### src/rtl/core/gphid_pkg.sv
// Shared types and constants of the gamepad report decoder.
`timescale 1ns / 1ps

package gphid_pkg;

    localparam logic [7:0] ID_FULL_USB = 8'h01;
    localparam logic [7:0] ID_FULL_ALT = 8'h31;

    localparam int unsigned NUM_FIELDS = 9;

    localparam logic [7:0] NEED_REDUCED = 8'd10;
    localparam logic [7:0] NEED_USB     = 8'd11;
    localparam logic [7:0] NEED_ALT     = 8'd12;

    localparam int unsigned RESULT_BITS = 95;
    localparam int unsigned RESULT_BYTES_W = 96;

    typedef struct packed {
        logic [7:0]                       id;
        logic [7:0]                       size;
        logic [NUM_FIELDS-1:0][7:0]       fields;
    } t_snap;

    typedef struct packed {
        logic [13:0] buttons;
        logic [7:0]  trig_right;
        logic [7:0]  trig_left;
        logic [15:0] right_y;
        logic [15:0] right_x;
        logic [15:0] left_y;
        logic [15:0] left_x;
        logic        valid_res;
    } t_result;

endpackage

### src/rtl/core/gamepad_hid_report_decoder_core.sv
// Top level of the gamepad input report decoder.
`timescale 1ns / 1ps

// The block takes an input report one byte per transfer, report id first, with
// tlast on the final byte, and gives one decoded result transfer per report.
// Every byte is held in the input register; when it moves on, the capture
// registers are updated and, on the last byte, the decoded result is loaded
// into the output register. A byte can be taken every cycle, but a last byte
// waits in the input register while an earlier result is still stalled at the
// output. An unknown report id or a report shorter than its layout gives a
// result with every field zero. Bytes beyond MAX_REPORT_BYTES are ignored.
// The link type is written through the configuration channel; the user must
// write it only while no report is in progress, as the block does not enforce
// this itself.

module gamepad_hid_report_decoder_core #(
    parameter int MAX_REPORT_BYTES = 128
) (
    input  logic        i_clk,
    input  logic        i_rst_n,
    input  logic        s_axis_tvalid,
    output logic        s_axis_tready,
    input  logic [7:0]  s_axis_tdata,   // report_byte
    input  logic        s_axis_tlast,   // last_byte
    output logic        m_axis_tvalid,
    input  logic        m_axis_tready,
    // From bit 0: valid_res, left_x, left_y, right_x, right_y, trig_left,
    // trig_right, buttons, one zero pad bit.
    output logic [95:0] m_axis_tdata,
    input  logic        i_cfg_valid,
    output logic        o_cfg_ready,
    input  logic        i_cfg_data      // bluetooth_link
);

    logic       r_bluetooth_link;
    logic       r_s1_valid;
    logic [7:0] r_s1_byte;
    logic       r_s1_last;
    logic       r_out_valid;
    gphid_pkg::t_result r_out;

    logic               out_free;
    logic               s1_adv;
    logic               s1_update;
    gphid_pkg::t_snap   snap;
    gphid_pkg::t_result result;

    assign out_free      = !r_out_valid || m_axis_tready;
    assign s1_adv        = !r_s1_last || out_free;
    assign s1_update     = r_s1_valid && s1_adv;
    assign s_axis_tready = !r_s1_valid || s1_adv;
    assign o_cfg_ready   = 1'b1;

    gphid_capture #(
        .MAX_REPORT_BYTES(MAX_REPORT_BYTES)
    ) u_capture (
        .i_clk            (i_clk),
        .i_rst_n          (i_rst_n),
        .i_update         (s1_update),
        .i_byte           (r_s1_byte),
        .i_last           (r_s1_last),
        .i_bluetooth_link (r_bluetooth_link),
        .o_snap           (snap)
    );

    gphid_decode u_decode (
        .i_snap           (snap),
        .i_bluetooth_link (r_bluetooth_link),
        .o_result         (result)
    );

    always_ff @(posedge i_clk) begin
        if (!i_rst_n) begin
            r_bluetooth_link <= 1'b0;
            r_s1_valid       <= 1'b0;
            r_out_valid      <= 1'b0;
        end else begin
            if (i_cfg_valid) begin
                r_bluetooth_link <= i_cfg_data;
            end
            if (s_axis_tready) begin
                r_s1_valid <= s_axis_tvalid;
            end
            if (s1_update && r_s1_last) begin
                r_out_valid <= 1'b1;
            end else if (m_axis_tready) begin
                r_out_valid <= 1'b0;
            end
        end
    end

    always_ff @(posedge i_clk) begin
        if (s_axis_tready && s_axis_tvalid) begin
            r_s1_byte <= s_axis_tdata;
            r_s1_last <= s_axis_tlast;
        end
        if (s1_update && r_s1_last) begin
            r_out <= result;
        end
    end

    assign m_axis_tvalid = r_out_valid;
    assign m_axis_tdata  = {1'b0, r_out};

endmodule

### src/rtl/core/gphid_capture.sv
// Byte counter, report id and field capture registers of the report decoder.
`timescale 1ns / 1ps

module gphid_capture #(
    parameter int MAX_REPORT_BYTES = 128
) (
    input  logic             i_clk,
    input  logic             i_rst_n,
    input  logic             i_update,
    input  logic [7:0]       i_byte,
    input  logic             i_last,
    input  logic             i_bluetooth_link,
    output gphid_pkg::t_snap o_snap
);

    logic [7:0] r_count;
    logic [7:0] r_id;
    logic [gphid_pkg::NUM_FIELDS-1:0][7:0] r_fields;

    logic [7:0] n_count;
    logic [7:0] n_id;
    logic [gphid_pkg::NUM_FIELDS-1:0][7:0] n_fields;

    logic       in_range;
    logic [7:0] base;
    logic [7:0] rel;
    logic       simple;
    logic       wr_en;
    logic [3:0] wr_idx;
    logic [7:0] size;

    always_comb begin
        in_range = r_count < 8'(MAX_REPORT_BYTES);
        base     = (r_id == gphid_pkg::ID_FULL_ALT) ? 8'd2 : 8'd1;
        simple   = (r_id == gphid_pkg::ID_FULL_USB) && i_bluetooth_link;
        rel      = r_count - base;
        wr_en    = 1'b0;
        wr_idx   = 4'd0;
        if (in_range && r_count != 8'd0 && r_count >= base) begin
            if (simple) begin
                if (rel < 8'd9) begin
                    wr_en  = 1'b1;
                    wr_idx = rel[3:0];
                end
            end else if (rel < 8'd6) begin
                wr_en  = 1'b1;
                wr_idx = rel[3:0];
            end else if (rel >= 8'd7 && rel < 8'd10) begin
                wr_en  = 1'b1;
                wr_idx = rel[3:0] - 4'd1;
            end
        end

        n_id = (in_range && r_count == 8'd0) ? i_byte : r_id;
        for (int k = 0; k < gphid_pkg::NUM_FIELDS; k++) begin
            n_fields[k] = (wr_en && wr_idx == 4'(k)) ? i_byte : r_fields[k];
        end
        size    = in_range ? r_count + 8'd1 : r_count;
        n_count = i_last ? 8'd0 : size;

        o_snap.id     = n_id;
        o_snap.size   = size;
        o_snap.fields = n_fields;
    end

    always_ff @(posedge i_clk) begin
        if (!i_rst_n) begin
            r_count <= 8'd0;
            r_id    <= 8'd0;
        end else if (i_update) begin
            r_count <= n_count;
            r_id    <= n_id;
        end
    end

    always_ff @(posedge i_clk) begin
        if (i_update) begin
            r_fields <= n_fields;
        end
    end

endmodule

### src/rtl/core/gphid_decode.sv
// Layout selection, stick scaling and button mapping of a finished report.
`timescale 1ns / 1ps

module gphid_decode (
    input  gphid_pkg::t_snap   i_snap,
    input  logic               i_bluetooth_link,
    output gphid_pkg::t_result o_result
);

    function automatic logic [15:0] axis_right_pos(input logic [7:0] raw);
        logic [7:0] c;
        begin
            c = raw ^ 8'h80;
            axis_right_pos = (raw == 8'd0) ? 16'h8001 : {c, 8'h00};
        end
    endfunction

    function automatic logic [15:0] axis_up_pos(input logic [7:0] raw);
        logic [7:0] c;
        begin
            c = 8'h80 - raw;
            axis_up_pos = (raw == 8'd0) ? 16'h7FFF : {c, 8'h00};
        end
    endfunction

    function automatic logic [13:0] map_buttons(input logic [7:0] face,
                                                input logic [7:0] shoulder,
                                                input logic [7:0] misc);
        logic [13:0] m;
        begin
            m = 14'd0;
            case (face[3:0])
                4'd0:    m[3:0] = 4'b0001;
                4'd1:    m[3:0] = 4'b1001;
                4'd2:    m[3:0] = 4'b1000;
                4'd3:    m[3:0] = 4'b1010;
                4'd4:    m[3:0] = 4'b0010;
                4'd5:    m[3:0] = 4'b0110;
                4'd6:    m[3:0] = 4'b0100;
                4'd7:    m[3:0] = 4'b0101;
                default: m[3:0] = 4'b0000;
            endcase
            m[6]  = face[4];
            m[4]  = face[5];
            m[5]  = face[6];
            m[7]  = face[7];
            m[8]  = shoulder[0];
            m[9]  = shoulder[1];
            m[10] = shoulder[4] | misc[1];
            m[11] = shoulder[5];
            m[12] = shoulder[6];
            m[13] = shoulder[7];
            map_buttons = m;
        end
    endfunction

    logic       simple;
    logic       known;
    logic [7:0] need;

    always_comb begin
        simple = (i_snap.id == gphid_pkg::ID_FULL_USB) && i_bluetooth_link;
        known  = (i_snap.id == gphid_pkg::ID_FULL_USB) || (i_snap.id == gphid_pkg::ID_FULL_ALT);
        if (simple) begin
            need = gphid_pkg::NEED_REDUCED;
        end else if (i_snap.id == gphid_pkg::ID_FULL_ALT) begin
            need = gphid_pkg::NEED_ALT;
        end else begin
            need = gphid_pkg::NEED_USB;
        end

        o_result = '0;
        if (known && i_snap.size >= need) begin
            o_result.valid_res = 1'b1;
            o_result.left_x    = axis_right_pos(i_snap.fields[0]);
            o_result.left_y    = axis_up_pos(i_snap.fields[1]);
            o_result.right_x   = axis_right_pos(i_snap.fields[2]);
            o_result.right_y   = axis_up_pos(i_snap.fields[3]);
            if (simple) begin
                o_result.trig_left  = i_snap.fields[7];
                o_result.trig_right = i_snap.fields[8];
                o_result.buttons = map_buttons(i_snap.fields[4], i_snap.fields[5],
                                               i_snap.fields[6]);
            end else begin
                o_result.trig_left  = i_snap.fields[4];
                o_result.trig_right = i_snap.fields[5];
                o_result.buttons = map_buttons(i_snap.fields[6], i_snap.fields[7],
                                               i_snap.fields[8]);
            end
        end
    end

endmodule

### config.mk
export PLATFORM = sky130hd
export DESIGN_NAME = gamepad_hid_report_decoder_core
export DESIGN_NICKNAME = d
export VERILOG_FILES = /design/src/rtl/core/gphid_pkg.sv /design/src/rtl/core/gamepad_hid_report_decoder_core.sv /design/src/rtl/core/gphid_capture.sv /design/src/rtl/core/gphid_decode.sv
export SDC_FILE = /design/constraint.sdc
export NUM_CORES = 1
export LEC_CHECK = 0
export ABC_AREA = 1
export BUFFER_PORTS_ARGS = -buffer_cell sky130_fd_sc_hd__buf_2
export CAP_MARGIN = 30
export CORE_MARGIN = 3
export CORE_UTILIZATION = 55
export DETAILED_ROUTE_END_ITERATION = 6
export PLACE_DENSITY = 0.83
export SLEW_MARGIN = 0
export SYNTH_ARGS = -nofsm -noshare
export SYNTH_HDL_FRONTEND = slang
export SYNTH_HIERARCHICAL = 1
export SYNTH_SLANG_ARGS = --single-unit
### constraint.sdc
create_clock -name i_clk -period 5.9 [get_ports i_clk]
set_input_delay 0.295 -clock i_clk [delete_from_list [all_inputs] [get_ports i_clk]]
set_output_delay 0.295 -clock i_clk [all_outputs]
set_load 0.03 [all_outputs]
After elaboration in Yosys (flattened, before gate mapping)
Memory sizes are Yosys's and may differ from the RTL's.
Cells that the tools add are included.
W data, S select, Z words.
{"block": "totals", "mem_bits_ro": 64, "output_inout_bits": 99, "n_memories": 2, "input_bits": 15, "reg_bits": 195, "word_cells": 132}
{"block": "op_classes", "magnitude_cmp": 7, "n_addsub": 5, "eq_ne": 12, "n_mux": 35, "bitwise": 5, "reduce_logical": 38}
{"name": "(name not given)", "words": 8, "word_bits": 4, "read_ports": 1, "rd_clocked_by_memory_dff": 0, "write_ports": 0, "line_no": "gphid_decode.sv:32", "rtl": "case (face[3:0])"}
{"name": "(name not given)", "words": 8, "word_bits": 4, "read_ports": 1, "rd_clocked_by_memory_dff": 0, "write_ports": 0, "line_no": "gphid_decode.sv:32"}
{"cell": "$mux W8", "n": 13}
{"cell": "$logic_not A8 Y1", "n": 5}
{"cell": "$mux W16", "n": 2}
{"cell": "$mux W15", "n": 2}
{"cell": "$mux W30", "n": 1}
{"cell": "$mux W4", "n": 7}
{"cell": "$logic_and A1 B1 Y1", "n": 19}
{"cell": "$eq A4 B3 Y1 const B", "n": 4}
{"cell": "$eq A8 B1 Y1 const B", "n": 2}
{"cell": "$eq A8 B6 Y1 const B", "n": 2}
{"cell": "$ge A8 B8 Y1", "n": 2}
{"cell": "$lt A8 B4 Y1 const B", "n": 2}
{"cell": "$sub A8 B8 Y8 const A", "n": 2}
{"cell": "$add A8 B1 Y8 const B", "n": 1}
{"cell": "$eq A4 B2 Y1 const B", "n": 2}
{"cell": "$ge A8 B3 Y1 const B", "n": 1}
{"cell": "$lt A8 B3 Y1 const B", "n": 1}
{"cell": "$lt A8 B8 Y1 const B", "n": 1}
{"cell": "$mux W1", "n": 8}
{"cell": "$reduce_bool A8 Y1", "n": 1}
{"cell": "$reduce_or A2 Y1", "n": 4}
{"cell": "$sub A8 B8 Y8", "n": 1}
{"cell": "$eq A4 B1 Y1 const B", "n": 1}
{"cell": "$eq A4 B4 Y1 const B", "n": 1}
{"cell": "9 further kinds", "n": 17}

Longest topological paths before layout
An unclocked memory read counts as a cell.
{"block": "logic_depth", "depth_word": 15, "mapped_depth": 32, "mapped_depth_nobuf": 32}

Cells and area by module
Netlist, hierarchy kept.
{"mod": "gphid_capture", "instances": 1, "seq_area_each_um2": 2482.4, "cells_each": 562, "area_each_um2": 4820.9}
{"mod": "gamepad_hid_report_decoder_core", "instances": 1, "seq_area_each_um2": 3183.1, "cells_each": 131, "area_each_um2": 3300.7}
{"mod": "gphid_decode", "instances": 1, "seq_area_each_um2": 0.0, "cells_each": 398, "area_each_um2": 1880.6}

Worst setup path after synthesis
Ideal clock, no wire load.
{"block": "synth_path", "path_type": "reg2reg", "from": "register u_capture.r_id[1]", "to": "register r_out (netlist bit m_axis_tdata[18]), data pin", "slack_ps": 1690, "n_path_buf": 2, "stages_incl_launch_ff": 27, "arrival_ps": 4082, "period_less_slack_ps": 4210, "required_time_ps": 5772, "setup_time_ps": 128, "cell_sequence": "dfxtp_1 > inv_1 > nand2_1 > nor3_1 > nand4_1 > ha_1 > inv_1 > fa_1 > inv_1 > ha_1 > nand2_1 > nand2_1 > nand3_2 > o21ai_1 > nand2_2 > nand2_4 > inv_4 > buf_6 > nand3_1 > nand2_1 > inv_1 > ha_1 > nand3_1 > nor2_1 > nand2_1 > nor2_1 > buf_4"}
{"item": "start: declaration", "line_no": "gphid_capture.sv:17", "rtl": "logic [7:0] r_id;"}
{"item": "start signal: assignment", "line_no": "gphid_capture.sv:72", "rtl": "r_id <= n_id;"}
{"item": "end signal: assignment", "line_no": "gamepad_hid_report_decoder_core.sv:98", "rtl": "r_out <= result;"}
{"item": "end: declaration", "line_no": "gamepad_hid_report_decoder_core.sv:40", "rtl": "gphid_pkg::t_result r_out;"}

==> impl_metrics.tcl <==
set metrics [dict create \
    synth_common_cells "312 x nand2_1, 176 x edfxtp_1, 124 x inv_1" \
    grt_pass1_wl_um 35150 \
    die_area_um2 19840 \
    synth_top_area_share_pct 52.84 \
    timing.final.crit_period_ps 4876 \
    synth_edf_count 176 \
    overflow 0 \
    synth_area_um2 10000 \
    pwr-share-seq_pct 53.8 \
    synth_area_leaders "edfxtp_1 53%, nand2_1 12%, nand3_1 4.7%, inv_1 4.7%, dfxtp_1 3.8%" \
    power_mw 2.927 \
    cts_root_buf "clkbuf_16" \
    synthFlopType "edfxtp_1" \
    start_util_pct 57.03 \
    htree_num_levels 4 \
    grt_pass1_vias 7035 \
    pre_cts_slack_ps 1152 \
    antenna_cells 0 \
    clk_path_buf_depth 2 \
    rows 48 \
    ys_ff_latch 195 \
    place_inst 1380 \
    pwr-share-clk_pct 39.4 \
    avgRoutedWirePerCell_um 15.29 \
    fmax_mhz 205.1 \
    grt_max_degree 75 \
    p_sw_share_pct 24.84 \
    crit_fanout 18 \
    num_vias 7598 \
    hold_viol 0 \
    grt_usage_pct 22.11 \
    synth_top_area_cell "edfxtp_1" \
    ys_warn_count 6 \
    worst_hold_slack_ps 34.79 \
    slowest_stage "fa_1" \
    status "completed" \
    gp_congestion 0.9353 \
    startpoint_type "flip-flop" \
    cts_made_buffers 17 \
    cp.required_ps 6100 \
    cp_top_family "simple AND/OR/NAND/NOR gates" \
    maxSlewViolCount 0 \
    final_nets 1202 \
    final_cells 1412 \
    setup_slack_ps 1024 \
    hpwlAfterDp_um 14290 \
    synth_seq_area_share_pct 56.64 \
    post-cts-setup-buffers 0 \
    maxCapViolCount 0 \
    fin_setup_tns_ps 0 \
    critical_path.endpoint_type "flip-flop" \
    clock-sinks 195 \
    leakage_nw 4.903 \
    routed_via_density 5.381 \
    layout-drive-gt1-share_pct 19.71 \
    dr.pass1.iters 5 \
    cp_data_arrival_time_ps 5070 \
    async_reset_ff_share_pct 0 \
    rsz0062_at_grt "no" \
    synth_most_common_cell "nand2_1" \
    port_buffers 111 \
    slowest_delay_ps 490 \
    drt_iter0_drc 995 \
    clkSlewWorstSetupHoldPaths_ps 70 \
    drtAntennaViolNets 0 \
    die_w_um 140.9 \
    cts_resized 0 \
    die_h_um 140.9 \
    finalCritPeriodShare_pct 82.65 \
    placed_area_um2 10480 \
    power_density_nw_per_um2 264.5 \
    wirelength_um 21600 \
    max-vdd-ir-drop_mv 0.2415 \
    synth_cell_type_count 40 \
    path_common_cell "nand2_1" \
    drc 0 \
    fin_util_pct 63.10 \
    critPathBufInv 5 \
    antenna_found_initial 0 \
    skew_ps 11.40 \
    io_pins 114 \
    hp-class "in2reg" \
    syn-instance-count 1091 \
    core_um2 17540 \
    cellInternalPower_mw 2.200 \
    fin_area_um2 11070 \
    syn_avg_cell_area_um2 9.168 \
    fillers 1385 \
    setup_viol 0 \
    cts_tree "yes" \
    p_comb_share_pct 6.8 \
    tightest_slew_ps 999.0 \
    area_delta_synth_final_pct 10.63 \
    p_switching_mw 0.7271 \
    max_slew_margin_pct 33.15 \
    cts_hold_buf 0 \
    critPathKind "reg2reg" \
    clock_latency_ps 440 \
]
[final cells by class]
class | instances | area (um^2) | share of cell area, %
sequential | 195 | 5665 | 51.20
multi-input combinational | 710 | 3416 | 30.87
timing repair buffer | 118 | 608.1 | 5.495
inverter | 132 | 504.2 | 4.557
clock buffer | 18 | 429.2 | 3.878
tap | 225 | 281.5 | 2.544
clock inverter | 14 | 161.4 | 1.459
[worst reg2reg max path: stages, from the launching register on]
cell     delay, ps
dfxtp_1        300
inv_1           70
nand2_1         60
nor3_1         390
nand4_1        320
ha_1           290
inv_1           60
fa_1           490
inv_1          130
ha_1           200
nand2_1         60
nand2_1         80
nand3_2         90
nand2_1        100
nand2_2         90
inv_2          120
nand2_8         90
nor2_8         250
nand2_2        180
nand2_1         90
nand2_1         80
inv_1          140
ha_1           230
nand3_1        120
nor2_1         140
nand2_1        120
nor2_1         350
[layout by cell type (no fill, tap or decap), types with 3 or more instances in the layout]
cell | synthesis | final
dfxtp_1 | 19 | 19
inv_1 | 124 | 122
nor2_4 | 6 | 6
buf_2 | 15 | 111
edfxtp_1 | 176 | 176
nor2_2 | 36 | 36
clkbuf_16 | 0 | 17
nand2_1 | 312 | 311
conb_1 | 3 | 16
a21oi_1 | 23 | 23
clkinv_4 | 0 | 4
inv_2 | 5 | 6
nand3_1 | 93 | 93
nor2_1 | 86 | 86
nand3_2 | 3 | 3
inv_6 | 0 | 4
buf_4 | 33 | 7
o21ai_0 | 47 | 47
xor2_1 | 5 | 5
nor3_1 | 4 | 4
nor4_1 | 3 | 3
nand2_4 | 5 | 5
inv_8 | 0 | 4
nand2_2 | 15 | 16
o21ai_1 | 17 | 17
ha_1 | 12 | 12
inv_4 | 3 | 3
nand4_1 | 11 | 11
[power groups by stage]
stage | registers, mW | logic [mW] | clock network [mW]
6_report | 1.57 | 0.200 | 1.15
2_1_floorplan | 1.63 | 0.122 | 0
4_1_cts | 1.57 | 0.200 | 1.18
3_3_place_gp | 1.60 | 0.192 | 0
3_5_place_dp | 1.60 | 0.198 | 0
5_1_grt | 1.58 | 0.222 | 1.23
[final timing paths]
kind                         from  cells after the start                   end  slack, ps
max reg2reg     u_capture/r_id[1]                     26      m_axis_tdata[19]       1020
min               s_axis_tdata[6]                      1          r_s1_byte[6]         30
max             u_capture/r_id[1]                     26      m_axis_tdata[19]       1020
min reg2reg  u_capture/r_count[6]                      2  u_capture/r_count[6]        530
[kinds of logic (layout without fill, tap and decap cells)]
| kind of cell | after synthesis | after routing | synth area share (%) |
|---|---|---|---|
| adders and majority gates | 13 | 13 | 1.701 |
| other | 3 | 16 | 0.1126 |
| DFF | 195 | 195 | 56.64 |
| xor gates and xnor gates | 6 | 6 | 0.5254 |
| and+or+nand+nor | 583 | 583 | 26.56 |
| AOI/OAI and AO/OA | 92 | 92 | 4.741 |
| buffers and inverters | 199 | 282 | 9.720 |
[flip-flops by register name, indices dropped and copies added, names as in the netlist]
| register | count |
|---|---|
| r_s1_valid | 1 |
| u_capture/r_count | 8 |
| r_bluetooth_link | 1 |
| u_capture/r_id | 8 |
| r_s1_last | 1 |
| m_axis_tdata | 95 |
| m_axis_tvalid | 1 |
| u_capture/r_fields | 72 |
| r_s1_byte | 8 |
[metal layers]
metal / track usage, % / vias to the layer above / share of wire, %
met5: 0 / - / 0
met4: 7.445 / 0 / 1.7
met3: 3.867 / 28 / 7.9
met2: 36.67 / 360 / 50
met1: 29.72 / 3527 / 41
li1: - / 3683 / -
Note: power is estimated with default switching activity, not from simulation.
